[src/rtl/svgpx_pkg.sv]
// ----------------------------------------------------------------------------
// svgpx_pkg
// shared types and constants of the svg width/height pt-to-px rewriter
// ----------------------------------------------------------------------------
package svgpx_pkg;

  // keyword text, first character in the low byte
  localparam logic [47:0] KW_SVG    = {24'h0, "gvs"};
  localparam logic [47:0] KW_WIDTH  = {8'h0, "htdiw"};
  localparam logic [47:0] KW_HEIGHT = "thgieh";

  localparam logic [2:0] KW_SVG_LEN    = 3'd3;
  localparam logic [2:0] KW_WIDTH_LEN  = 3'd5;
  localparam logic [2:0] KW_HEIGHT_LEN = 3'd6;

  localparam logic [7:0] CH_P  = "p";
  localparam logic [7:0] CH_T  = "t";
  localparam logic [7:0] CH_X  = "x";
  localparam logic [7:0] CH_LT = "<";
  localparam logic [7:0] CH_GT = ">";
  localparam logic [7:0] CH_EQ = "=";

  typedef struct packed {
    logic [7:0] data_byte;
    logic       doc_start;
  } svgpx_item_t;

  typedef struct packed {
    logic [7:0] out_byte;
    logic       rewritten;
    logic       all_done;
  } svgpx_result_t;

endpackage

[src/rtl/svgpx_parser.sv]
// ----------------------------------------------------------------------------
// svgpx_parser
// tag/attribute state machine with incremental keyword match and rewrite
// ----------------------------------------------------------------------------
module svgpx_parser
  import svgpx_pkg::*;
(
  input  logic          clk,
  input  logic          rst_n,
  input  logic          advance,
  input  svgpx_item_t   item,
  output svgpx_result_t result
);

  typedef enum logic [3:0] {
    PH_OUTSIDE   = 4'd0,
    PH_TAG_START = 4'd1,
    PH_TAG_NAME  = 4'd2,
    PH_TAG_WS    = 4'd3,
    PH_ATTR_NAME = 4'd4,
    PH_EQUALS    = 4'd5,
    PH_OPEN_Q    = 4'd6,
    PH_VALUE     = 4'd7,
    PH_CLOSE_Q   = 4'd8
  } phase_t;

  typedef enum logic [1:0] {
    KIND_UNKNOWN = 2'd0,
    KIND_WIDTH   = 2'd1,
    KIND_HEIGHT  = 2'd2
  } kind_t;

  function automatic logic is_ws(input logic [7:0] c);
    return (c == 8'h20) || ((c >= 8'h09) && (c <= 8'h0d));
  endfunction

  function automatic logic kw_ok(input logic [2:0] len, input logic [7:0] c,
                                 input logic [47:0] txt, input logic [2:0] klen);
    return (len < klen) && (txt[{len, 3'b000} +: 8] == c);
  endfunction

  phase_t     phase_r, phase_nxt, cur_phase;
  logic [7:0] quote_r, quote_nxt, cur_quote;
  logic [7:0] prev_r, prev_nxt, cur_prev;
  logic [2:0] len_r, len_nxt, cur_len;
  logic [2:0] match_r, match_nxt, cur_match;
  logic       svg_r, svg_nxt, cur_svg;
  kind_t      kind_r, kind_nxt, cur_kind;
  logic       wseen_r, wseen_nxt, cur_wseen;
  logic       hseen_r, hseen_nxt, cur_hseen;
  logic       done_r, done_nxt, cur_done;
  logic [7:0] c;
  logic [7:0] res;
  logic       rw;
  logic       name_clr;

  assign c = item.data_byte;

  // start of document clears everything before the byte is handled
  assign cur_phase = item.doc_start ? PH_OUTSIDE   : phase_r;
  assign cur_quote = item.doc_start ? 8'h00        : quote_r;
  assign cur_prev  = item.doc_start ? 8'h00        : prev_r;
  assign cur_len   = item.doc_start ? 3'd0         : len_r;
  assign cur_match = item.doc_start ? 3'b111       : match_r;
  assign cur_svg   = item.doc_start ? 1'b0         : svg_r;
  assign cur_kind  = item.doc_start ? KIND_UNKNOWN : kind_r;
  assign cur_wseen = item.doc_start ? 1'b0         : wseen_r;
  assign cur_hseen = item.doc_start ? 1'b0         : hseen_r;
  assign cur_done  = item.doc_start ? 1'b0         : done_r;

  always_comb begin
    phase_nxt = cur_phase;
    quote_nxt = cur_quote;
    prev_nxt  = cur_prev;
    len_nxt   = cur_len;
    match_nxt = cur_match;
    svg_nxt   = cur_svg;
    kind_nxt  = cur_kind;
    wseen_nxt = cur_wseen;
    hseen_nxt = cur_hseen;
    done_nxt  = cur_done;
    res       = c;
    rw        = 1'b0;
    name_clr  = 1'b0;
    if (!cur_done) begin
      unique case (cur_phase)
        PH_TAG_START: begin
          phase_nxt = PH_TAG_NAME;
        end
        PH_TAG_NAME: begin
          if (is_ws(c) || (c == CH_GT)) begin
            svg_nxt   = cur_match[0] && (cur_len == KW_SVG_LEN);
            name_clr  = 1'b1;
            phase_nxt = (c == CH_GT) ? PH_OUTSIDE : PH_TAG_WS;
          end
        end
        PH_TAG_WS: begin
          if (c == CH_GT) begin
            phase_nxt = PH_OUTSIDE;
          end else if (!is_ws(c)) begin
            phase_nxt = PH_ATTR_NAME;
          end
        end
        PH_ATTR_NAME: begin
          if (c == CH_EQ) begin
            if (cur_match[1] && (cur_len == KW_WIDTH_LEN)) begin
              kind_nxt = KIND_WIDTH;
            end else if (cur_match[2] && (cur_len == KW_HEIGHT_LEN)) begin
              kind_nxt = KIND_HEIGHT;
            end else begin
              kind_nxt = KIND_UNKNOWN;
            end
            name_clr  = 1'b1;
            phase_nxt = PH_EQUALS;
          end
        end
        PH_EQUALS: begin
          quote_nxt = c;
          phase_nxt = PH_OPEN_Q;
        end
        PH_OPEN_Q: begin
          phase_nxt = PH_VALUE;
        end
        PH_VALUE: begin
          if (((cur_kind == KIND_WIDTH) || (cur_kind == KIND_HEIGHT)) && cur_svg &&
              (cur_prev == CH_P) && (c == CH_T)) begin
            res = CH_X;
            rw  = 1'b1;
            if (cur_kind == KIND_WIDTH) begin
              wseen_nxt = 1'b1;
            end else begin
              hseen_nxt = 1'b1;
            end
            done_nxt = wseen_nxt && hseen_nxt;
          end else if (c == cur_quote) begin
            phase_nxt = PH_CLOSE_Q;
            name_clr  = 1'b1;
          end
        end
        PH_CLOSE_Q: begin
          phase_nxt = (c == CH_GT) ? PH_OUTSIDE : PH_TAG_WS;
        end
        default: begin
          phase_nxt = (c == CH_LT) ? PH_TAG_START : PH_OUTSIDE;
        end
      endcase
      if (name_clr) begin
        len_nxt   = 3'd0;
        match_nxt = 3'b111;
      end
      if ((phase_nxt == PH_TAG_NAME) || (phase_nxt == PH_ATTR_NAME)) begin
        match_nxt[0] = match_nxt[0] && kw_ok(len_nxt, c, KW_SVG, KW_SVG_LEN);
        match_nxt[1] = match_nxt[1] && kw_ok(len_nxt, c, KW_WIDTH, KW_WIDTH_LEN);
        match_nxt[2] = match_nxt[2] && kw_ok(len_nxt, c, KW_HEIGHT, KW_HEIGHT_LEN);
        len_nxt      = (len_nxt == 3'd7) ? 3'd7 : len_nxt + 3'd1;
      end
      prev_nxt = res;
    end
  end

  always_ff @(posedge clk) begin
    if (!rst_n) begin
      phase_r <= PH_OUTSIDE;
      quote_r <= 8'h00;
      prev_r  <= 8'h00;
      len_r   <= 3'd0;
      match_r <= 3'b111;
      svg_r   <= 1'b0;
      kind_r  <= KIND_UNKNOWN;
      wseen_r <= 1'b0;
      hseen_r <= 1'b0;
      done_r  <= 1'b0;
    end else if (advance) begin
      phase_r <= phase_nxt;
      quote_r <= quote_nxt;
      prev_r  <= prev_nxt;
      len_r   <= len_nxt;
      match_r <= match_nxt;
      svg_r   <= svg_nxt;
      kind_r  <= kind_nxt;
      wseen_r <= wseen_nxt;
      hseen_r <= hseen_nxt;
      done_r  <= done_nxt;
    end
  end

  assign result.out_byte  = res;
  assign result.rewritten = rw;
  assign result.all_done  = done_nxt;

  a_done_needs_both: assert property (@(posedge clk) disable iff (!rst_n)
    done_r |-> (wseen_r && hseen_r))
    else $error("finished without both attributes rewritten");

  a_rw_in_value: assert property (@(posedge clk) disable iff (!rst_n)
    (advance && rw) |-> (cur_phase == PH_VALUE && cur_svg))
    else $error("rewrite outside an svg attribute value");

  a_frozen: assert property (@(posedge clk) disable iff (!rst_n)
    (advance && done_r && !item.doc_start) |=> ($stable(phase_r) && $stable(prev_r)))
    else $error("state moved after finish");

endmodule

[src/rtl/svg_pt_to_px_rewriter_unit.sv]
// ----------------------------------------------------------------------------
// svg_pt_to_px_rewriter_unit
// streaming rewrite of pt to px in width/height of svg tags
// ----------------------------------------------------------------------------
//  channel | ports      | tdata          | tuser                          | tlast
//  input   | in_*       | data_byte[7:0] | doc_start                      | chunk_last
//  result  | out_*      | out_byte[7:0]  | rewritten, all_done (low first) | chunk_last_out
//
//  one byte per cycle sustained while out_tready stays high; path: input register, then result register
//  the parser state updates as a byte moves from the input to the result register
//  rst_n is synchronous, active low; it empties both registers and clears the parser
//  out_tready low holds the result; a byte is still taken while the input register is free
// ----------------------------------------------------------------------------
module svg_pt_to_px_rewriter_unit
  import svgpx_pkg::*;
(
  input  logic       clk,
  input  logic       rst_n,
  input  logic       in_tvalid,
  output logic       in_tready,
  input  logic [7:0] in_tdata,   // data_byte
  input  logic [0:0] in_tuser,   // doc_start
  input  logic       in_tlast,
  output logic       out_tvalid,
  input  logic       out_tready,
  output logic [7:0] out_tdata,  // out_byte
  output logic [1:0] out_tuser,  // rewritten, all_done
  output logic       out_tlast
);

  logic          in_valid_r;
  svgpx_item_t   in_item_r;
  logic          in_last_r;
  logic          out_valid_r;
  svgpx_result_t out_res_r;
  logic          out_last_r;
  logic          out_free;
  logic          advance;
  logic          in_take;
  svgpx_result_t res;

  assign out_free  = !out_valid_r || out_tready;
  assign advance   = in_valid_r && out_free;
  assign in_tready = !in_valid_r || out_free;
  assign in_take   = in_tvalid && in_tready;

  svgpx_parser u_parser (
    .clk     (clk),
    .rst_n   (rst_n),
    .advance (advance),
    .item    (in_item_r),
    .result  (res)
  );

  always_ff @(posedge clk) begin
    if (!rst_n) begin
      in_valid_r  <= 1'b0;
      out_valid_r <= 1'b0;
    end else begin
      if (in_take) begin
        in_valid_r <= 1'b1;
      end else if (advance) begin
        in_valid_r <= 1'b0;
      end
      if (advance) begin
        out_valid_r <= 1'b1;
      end else if (out_tready) begin
        out_valid_r <= 1'b0;
      end
    end
  end

  always_ff @(posedge clk) begin
    if (in_take) begin
      in_item_r.data_byte <= in_tdata;
      in_item_r.doc_start <= in_tuser[0];
      in_last_r           <= in_tlast;
    end
    if (advance) begin
      out_res_r  <= res;
      out_last_r <= in_last_r;
    end
  end

  assign out_tvalid = out_valid_r;
  assign out_tdata  = out_res_r.out_byte;
  assign out_tuser  = {out_res_r.all_done, out_res_r.rewritten};
  assign out_tlast  = out_last_r;

  a_advance_fills: assert property (@(posedge clk) disable iff (!rst_n)
    advance |=> out_tvalid)
    else $error("result lost after advance");

  a_rw_is_x: assert property (@(posedge clk) disable iff (!rst_n)
    (out_tvalid && out_tuser[0]) |-> (out_tdata == CH_X))
    else $error("rewritten byte is not x");

  a_in_hold: assert property (@(posedge clk) disable iff (!rst_n)
    (in_valid_r && !out_free) |=> (in_valid_r && $stable(in_item_r) && $stable(in_last_r)))
    else $error("stalled input register changed");

  a_reset_empty: assert property (@(posedge clk)
    !rst_n |=> !out_tvalid)
    else $error("result valid after reset");

endmodule

[config.mk]
export PLATFORM = sky130hd
export DESIGN_NAME = svg_pt_to_px_rewriter_unit
export DESIGN_NICKNAME = d
export VERILOG_FILES = /design/src/rtl/svgpx_pkg.sv /design/src/rtl/svgpx_parser.sv /design/src/rtl/svg_pt_to_px_rewriter_unit.sv
export SDC_FILE = /design/constraint.sdc
export NUM_CORES = 1
export LEC_CHECK = 0
export BUFFER_PORTS_ARGS = -buffer_cell sky130_fd_sc_hd__buf_2
export CORE_MARGIN = 2
export CORE_UTILIZATION = 40
export DETAILED_ROUTE_END_ITERATION = 7
export PLACE_DENSITY_LB_ADDON = 0.15
export REMOVE_ABC_BUFFERS = 1
export SLEW_MARGIN = 20
export SYNTH_ARGS = -nofsm -noshare
export SYNTH_HDL_FRONTEND = slang
export SYNTH_SLANG_ARGS = --single-unit
[constraint.sdc]
create_clock -name clk -period 5.34 [get_ports clk]
set_input_delay 0.267 -clock clk [delete_from_list [all_inputs] [get_ports clk]]
set_output_delay 0.267 -clock clk [all_outputs]
set_load 0.005 [all_outputs]
# Word level (Yosys, flattened, before mapping)

Cells that the tools add are included.

Register bits: 55
Bits of input ports: 14
Output and inout port bits: 13
Word-level logic and storage cells: 154

Add/subtract/negate cells: 1
Order comparisons: 5
Equality and inequality tests: 26
Shift-type cells: 3
Mux-type cells: 72
Bitwise logic cells: 1
Reduce and logical (&&, ||, !) cells: 27

Operator list:

| cell                                                                                | number |
|---|---|
| 48-bit by 7-bit variable part select with 8-bit output, first input constant        | 3 |
| 8-bit two-way mux                                                                   | 8 |
| 4-bit two-way mux                                                                   | 9 |
| 1-bit two-way mux                                                                   | 35 |
| 3-bit two-way mux                                                                   | 11 |
| 8-bit by 6-bit equality test with 1-bit output, second input constant               | 4 |
| 8-bit equality test                                                                 | 4 |
| 4-bit one-hot mux with 8 select lines                                               | 1 |
| 4-bit by 3-bit equality test with 1-bit output, second input constant               | 5 |
| 8-bit by 7-bit equality test with 1-bit output, second input constant               | 2 |
| 1-bit logical AND                                                                   | 16 |
| 2-bit two-way mux                                                                   | 7 |
| 4-bit by 2-bit equality test with 1-bit output, second input constant               | 3 |
| 3-bit equality test, second input constant                                          | 3 |
| 8-bit by 4-bit greater-or-equal comparator with 1-bit output, second input constant | 1 |
| 8-bit by 4-bit <= comparator with 1-bit output, second input constant               | 1 |
| 1-bit logical OR                                                                    | 6 |
| 3-bit less-than comparator, second input constant                                   | 2 |
| 4-bit by 1-bit equality test with 1-bit output, second input constant               | 1 |
| 4-bit equality test, second input constant                                          | 1 |
| 2-bit nonzero test                                                                  | 2 |
| 3-bit by 1-bit adder with 3-bit output, second input constant                       | 1 |
| 3-bit by 2-bit equality test with 1-bit output, second input constant               | 1 |
| 3-bit by 2-bit less-than comparator with 1-bit output, second input constant        | 1 |
| 6 further kinds                                                                     | 7 |

# Longest topological paths before layout

Depth after elaboration: 17
Gate-level depth with buffers: 21
Depth with buffers taken out: 18

# Modules after synthesis

A second synthesis with hierarchy kept.

Cells, all modules: 383
Area, all modules: 3449.6 um2

Modules (own cells, without submodules):

| module                     | instances | cells each | area an instance (um2) | seq. area each (um2) |
|---|---|---|---|---|
| svgpx_parser               | 1         | 353        | 2715.1                 | 640.6 |
| svg_pt_to_px_rewriter_unit | 1         | 30         | 734.5                  | 670.6 |

# Worst setup path after synthesis

Ideal clock, no wire load.

Path kind: register to register
From: reg in_item_r[0] in the netlist's numbering
To: reg u_parser.match_r[2]
Library setup time: 0.070 ns
Data arrival time: 4.002 ns
Data required time: 5.270 ns
Setup slack: 1.268 ns
Stages on the path, launching flop included: 22
Path buffers: 4
Period minus slack after synthesis: 4.072 ns
Path through: edfxtp_1 > clkbuf_1 > clkbuf_1 > buf_1 > nor2b_1 > ha_1 > nor4b_1 > and4b_1 > nand3_1 > and4_1 > buf_2 > nor4_2 > nand2_1 > inv_1 > ha_1 > mux2i_1 > or3_1 > nor3_1 > xnor2_1 > and4b_1 > nand3_1 > a21oi_1

Word-level cells in the longest chain between the ends: 17
Elaborated cells between the ends (all ways): 50
Those cells by class: order compare: 1; eq/ne: 15; shift: 1; mux: 26; reduce/logical: 7

RTL lines:

| item                                                                                         | RTL line                         | source |
|---|---|---|
| start, declared                                                                              | svg_pt_to_px_rewriter_unit.sv:32 | `svgpx_item_t in_item_r;` |
| 2-bit two-way mux                                                                            | svgpx_parser.sv:66               | `assign cur_kind = item.doc_start ? KIND_UNKNOWN : kind_r;` |
| 2-bit by 1-bit equality test with 1-bit output / 2-bit equality test (equally long branches) | svgpx_parser.sv:125              | `if (((cur_kind == KIND_WIDTH) \|\| (cur_kind == KIND_HEIGHT)) && cur_svg &&` |
| 1-bit logical OR                                                                             | svgpx_parser.sv:125              |  |
| 1-bit logical AND (2 in a row)                                                               | svgpx_parser.sv:125              |  |
| 1-bit logical AND                                                                            | svgpx_parser.sv:126              | `(cur_prev == CH_P) && (c == CH_T)) begin` |
| 1-bit two-way mux                                                                            | svgpx_parser.sv:125              |  |
| 1-bit one-hot mux with 3 select lines                                                        | svgpx_parser.sv:86               | `unique case (cur_phase)` |
| 1-bit two-way mux                                                                            | svgpx_parser.sv:85               | `if (!cur_done) begin` |
| 3-bit two-way mux                                                                            | svgpx_parser.sv:147              | `if (name_clr) begin` |
| 3-bit two-way mux                                                                            | svgpx_parser.sv:85               |  |
| 48-bit by 7-bit variable part select with 8-bit output                                       | svgpx_parser.sv:39               | `return (len < klen) && (txt[{len, 3'b000} +: 8] == c);` |
| 8-bit equality test                                                                          | svgpx_parser.sv:39               |  |
| 1-bit logical AND                                                                            | svgpx_parser.sv:39               |  |
| 1-bit logical AND                                                                            | svgpx_parser.sv:154              | `match_nxt[2] = match_nxt[2] && kw_ok(len_nxt, c, KW_HEIGHT, KW_HEIGHT_LEN);` |
| 3-bit two-way mux                                                                            | svgpx_parser.sv:151              | `if ((phase_nxt == PH_TAG_NAME) \|\| (phase_nxt == PH_ATTR_NAME)) begin` |
| 3-bit two-way mux (*)                                                                        | svgpx_parser.sv:85               |  |
| end signal, assigned                                                                         | svgpx_parser.sv:178              | `match_r <= match_nxt;` |
| end, declared                                                                                | svgpx_parser.sv:46               | `logic [2:0] match_r, match_nxt, cur_match;` |

Mark *: on every way between the ends. The rest lies on a longest branch, timed or not. The select of a mux whose other input is x is not followed.
A chain may end at the register's enable or synchronous reset.

# Worst setup path in the final report

Same ends and word-level chain as after synthesis.

==> run metrics <==
run status completed; count of max-cap constraint violations 0; Pins Over Slew Limit 0; clock-pin transition on the worst setup and hold timing paths 110 ps; count of cell types in the netlist 65; via count of the routed design 2992; clock insertion delay at the later pin of the skew report 310 ps; critical path class register to register; Slew Limit Headroom 49.3%; wire length on met3 516 um; total routing resource utilization after global routing 20.4%; number of buffers inserted by post-CTS setup repair 0; number of search-and-repair iterations in the first detailed-routing pass 5; cell count after synthesis 392; horizontal die dimension 95.3 um; highest ir drop seen on vdd 0.000111 V; Worst Reg2Reg Path Length in Cells 18; number of antenna violations at the first check in global routing 0; Worst R2R Setup Slack 1250 ps; wire length of the first global-routing pass 14400 um; portion of synthesized cell area occupied by the leading cell type 20.4%; total routed wire length on the met1 layer 4000 um; routed wirelength normalized by instance count 17.6 um; final routed DRC violation total 0; post-detailed-route via-to-cell ratio 5.98; number of top-level design ports 27; placement row count 33; dpl hpwl 5990 um; Port Buffer Count 26; endpoint of the worst-slack reg-to-reg timing path u_parser.match_r[2]; Worst Path Buf+Inv 2; largest fanout on the critical path 13; PostCTS Resize Cnt 0; Hold Crit Class primary input to register; highest signal layer in the routed design met4; master of the slowest instance on the critical path edfxtp_1; Clock Sink Count 55; Min-Delay Endpoint in_item_r[3]; flip-flop cell with the highest count after synthesis dfxtp_1; Initial Utilization 41.0%; count of endpoints failing setup in the final report 0; count of endpoints failing hold in the final timing report 0; leakage component of the power 1.23 nW; number of H-tree branching levels 2; Worst Max-Slew Pin Slew 760 ps; global-route congestion overflow total 0; Post-Route Setup TNS 0 ps; area growth from synthesis to final layout 7.02%; Post-Synthesis Cell Area 3330 um2; post-synthesis async set-or-reset flop share 0%; TritonCTS clock tree yes; post-synthesis sequential element count 55; RSZ-0062 raised after global routing no; pin count of the biggest net entering global routing 36; cells taking the most area after synthesis dfxtp_1 20%, edfxtp_1 19%, nand2_1 5.1%, nor2_1 3.5%, nor2b_1 3.4%; fraction of layout cells with a size suffix above 1 13.4%; final RePlAce weighted congestion 0.911; Post-Synthesis Mean Instance Area 8.50 um2; DRC marker count from the first detailed-route iteration 212; hold buffer count at cts 0; delay of the slowest cell on the worst path 400 ps; antenna cell count 0; CTS Buffer Depth 2; arrival time of data at the critical path endpoint 4340 ps; WHS Path Cells 1; number of enable flip-flop cells after synthesis 21; Die Y 95.3 um; final period demand of the worst path 4090 ps; power density over cell area 228 nW/um2; crit path launch type register; Final Net Count 415; number of CTS-inserted buffers 5; met2 wire length 4190 um; launch point of the worst reg-to-reg path in_item_r[0]; sort of element at the end of the critical path register; yosys warns 0; number of global-route vias before repair 2815; ordered list of cells on the worst path inv_1 > nand2_1 > ha_1 > nor4b_1 > and4b_1 > nand3_1 > and4_1 > nor4_2 > nand2_1 > inv_1 > ha_1 > mux2i_1 > or3_1 > nor3_1 > xnor2_1 > and4b_1 > nand3_1 > a21oi_1; portion of the clock cycle consumed by the worst path in the final layout 76.6%; Die ar. 9080 um2; kind of cell adding the most delay to the critical path simple AND/OR/NAND/NOR gates; root cell of the clock tree clkbuf_8; Final Skew 5.37 ps; number of nets still failing antenna checks after routing 0; Crit path required time 5590 ps; cell accounting for the most synthesized area dfxtp_1; WHS 124 ps; commonest non-fill, non-tap cell in the layout nand2_1; area of the placeable core 8130 um2; sequential share of the synthesized area 39.4%; post-detailed-routing wire length 8820 um; most used cells in the layout excluding fill and tap cells 45 x nand2_1, 34 x dfxtp_1, 31 x nor2_1; startpoint of the worst hold path in_tdata[2]; Max Freq 0.244 GHz
[per-layer routing]
metal / vias to the layer above / track usage [%]
met5: - / 0
met4: 0 / 5.68
met3: 16 / 3.87
met2: 109 / 33.2
met1: 1437 / 27.6
li1: 1430 / -
[metrics by stage]
step	instance area (um2)	setup WS [ps]	instances	power (mW)	util [%]
after global routing	3570	848	500	0.849	43.8
after detailed placement	3470	1330	492	0.577	42.7
final	3570	1250	500	0.813	43.8
after CTS	3570	1290	500	0.821	43.8
after global placement	3470	1410	492	0.577	42.7
after floorplan	3180	1480	356	0.536	-
[synthesized netlist by cell type (8+ instances only)]
cell type,n
a21boi_0,11
a21oi_1,15
a22oi_1,8
a31oi_1,9
clkbuf_1,25
dfxtp_1,34
edfxtp_1,21
nand2_1,45
nand3_1,12
nand4_1,9
nor2_1,31
nor2b_1,18
nor3_1,14
o21ai_0,20
[final cells by class]
cell class | instances | area, um2
clock buffer | 5 | 68.8
clock inverter | 3 | 22.5
fill | 789 | 4570
inverter | 7 | 26.3
multi-input combinational | 294 | 1840
sequential | 55 | 1310
tap | 105 | 131
timing repair buffer | 31 | 168
[where the power goes]
part / total (mW) / leakage [nW] / switching [mW] / internal, mW
clock network: 0.245 / 0.0489 / 0.150 / 0.0955
logic: 0.0938 / 0.705 / 0.0558 / 0.0380
registers: 0.474 / 0.476 / 0.0224 / 0.452
[worst register-to-register path, cell delays in order, from the launching register on]
cell      delay, ps
edfxtp_1        400
inv_1           350
nand2_1         120
ha_1            280
nor4b_1         230
and4b_1         270
nand3_1         140
and4_1          290
nor4_2          260
nand2_1         190
inv_1           130
ha_1            230
mux2i_1         100
or3_1           310
nor3_1          200
xnor2_1         140
and4b_1         200
nand3_1          60
a21oi_1         130
[cells by family (layout without fill, tap and decap cells)]
group / after synthesis / after routing / synth area share, %
AO/OA/AOI/OAI: 95 / 95 / 19.6
buffers and inverters: 43 / 46 / 5.48
flip-flops: 55 / 55 / 39.4
AND/OR/NAND/NOR: 180 / 180 / 29.6
XOR/XNOR: 8 / 8 / 2.10
adder cells (fa/ha/maj): 7 / 7 / 2.63
multiplexers: 4 / 4 / 1.24
[sequential cells by signal (all words and copies together) (netlist names)]
signal,flops
u_parser.kind_r,2
in_last_r,1
u_parser.done_r,1
u_parser.svg_r,1
u_parser.match_r,3
u_parser.phase_r,4
u_parser.quote_r,8
in_item_r,9
out_tvalid,1
u_parser.hseen_r,1
u_parser.wseen_r,1
u_parser.prev_r,8
out_tlast,1
out_tuser,2
in_valid_r,1
u_parser.len_r,3
out_tdata,8
[worst max-delay path by stage]
| stage | slack [ps] | cells after the start | startpoint | endpoint |
|---|---|---|---|---|
| 2_1_floorplan | 1480 | 18 | in_item_r[0] | u_parser.match_r[2] |
| 3_3_place_gp | 1410 | 14 | in_item_r[1] | u_parser.match_r[2] |
| 3_5_place_dp | 1330 | 18 | in_item_r[0] | u_parser.match_r[2] |
| 4_1_cts | 1290 | 18 | in_item_r[0] | u_parser.match_r[2] |
| 5_1_grt | 850 | 18 | in_item_r[0] | u_parser.match_r[2] |
| 6_report | 1250 | 18 | in_item_r[0] | u_parser.match_r[2] |
Note: power is estimated with default switching activity, not from simulation.
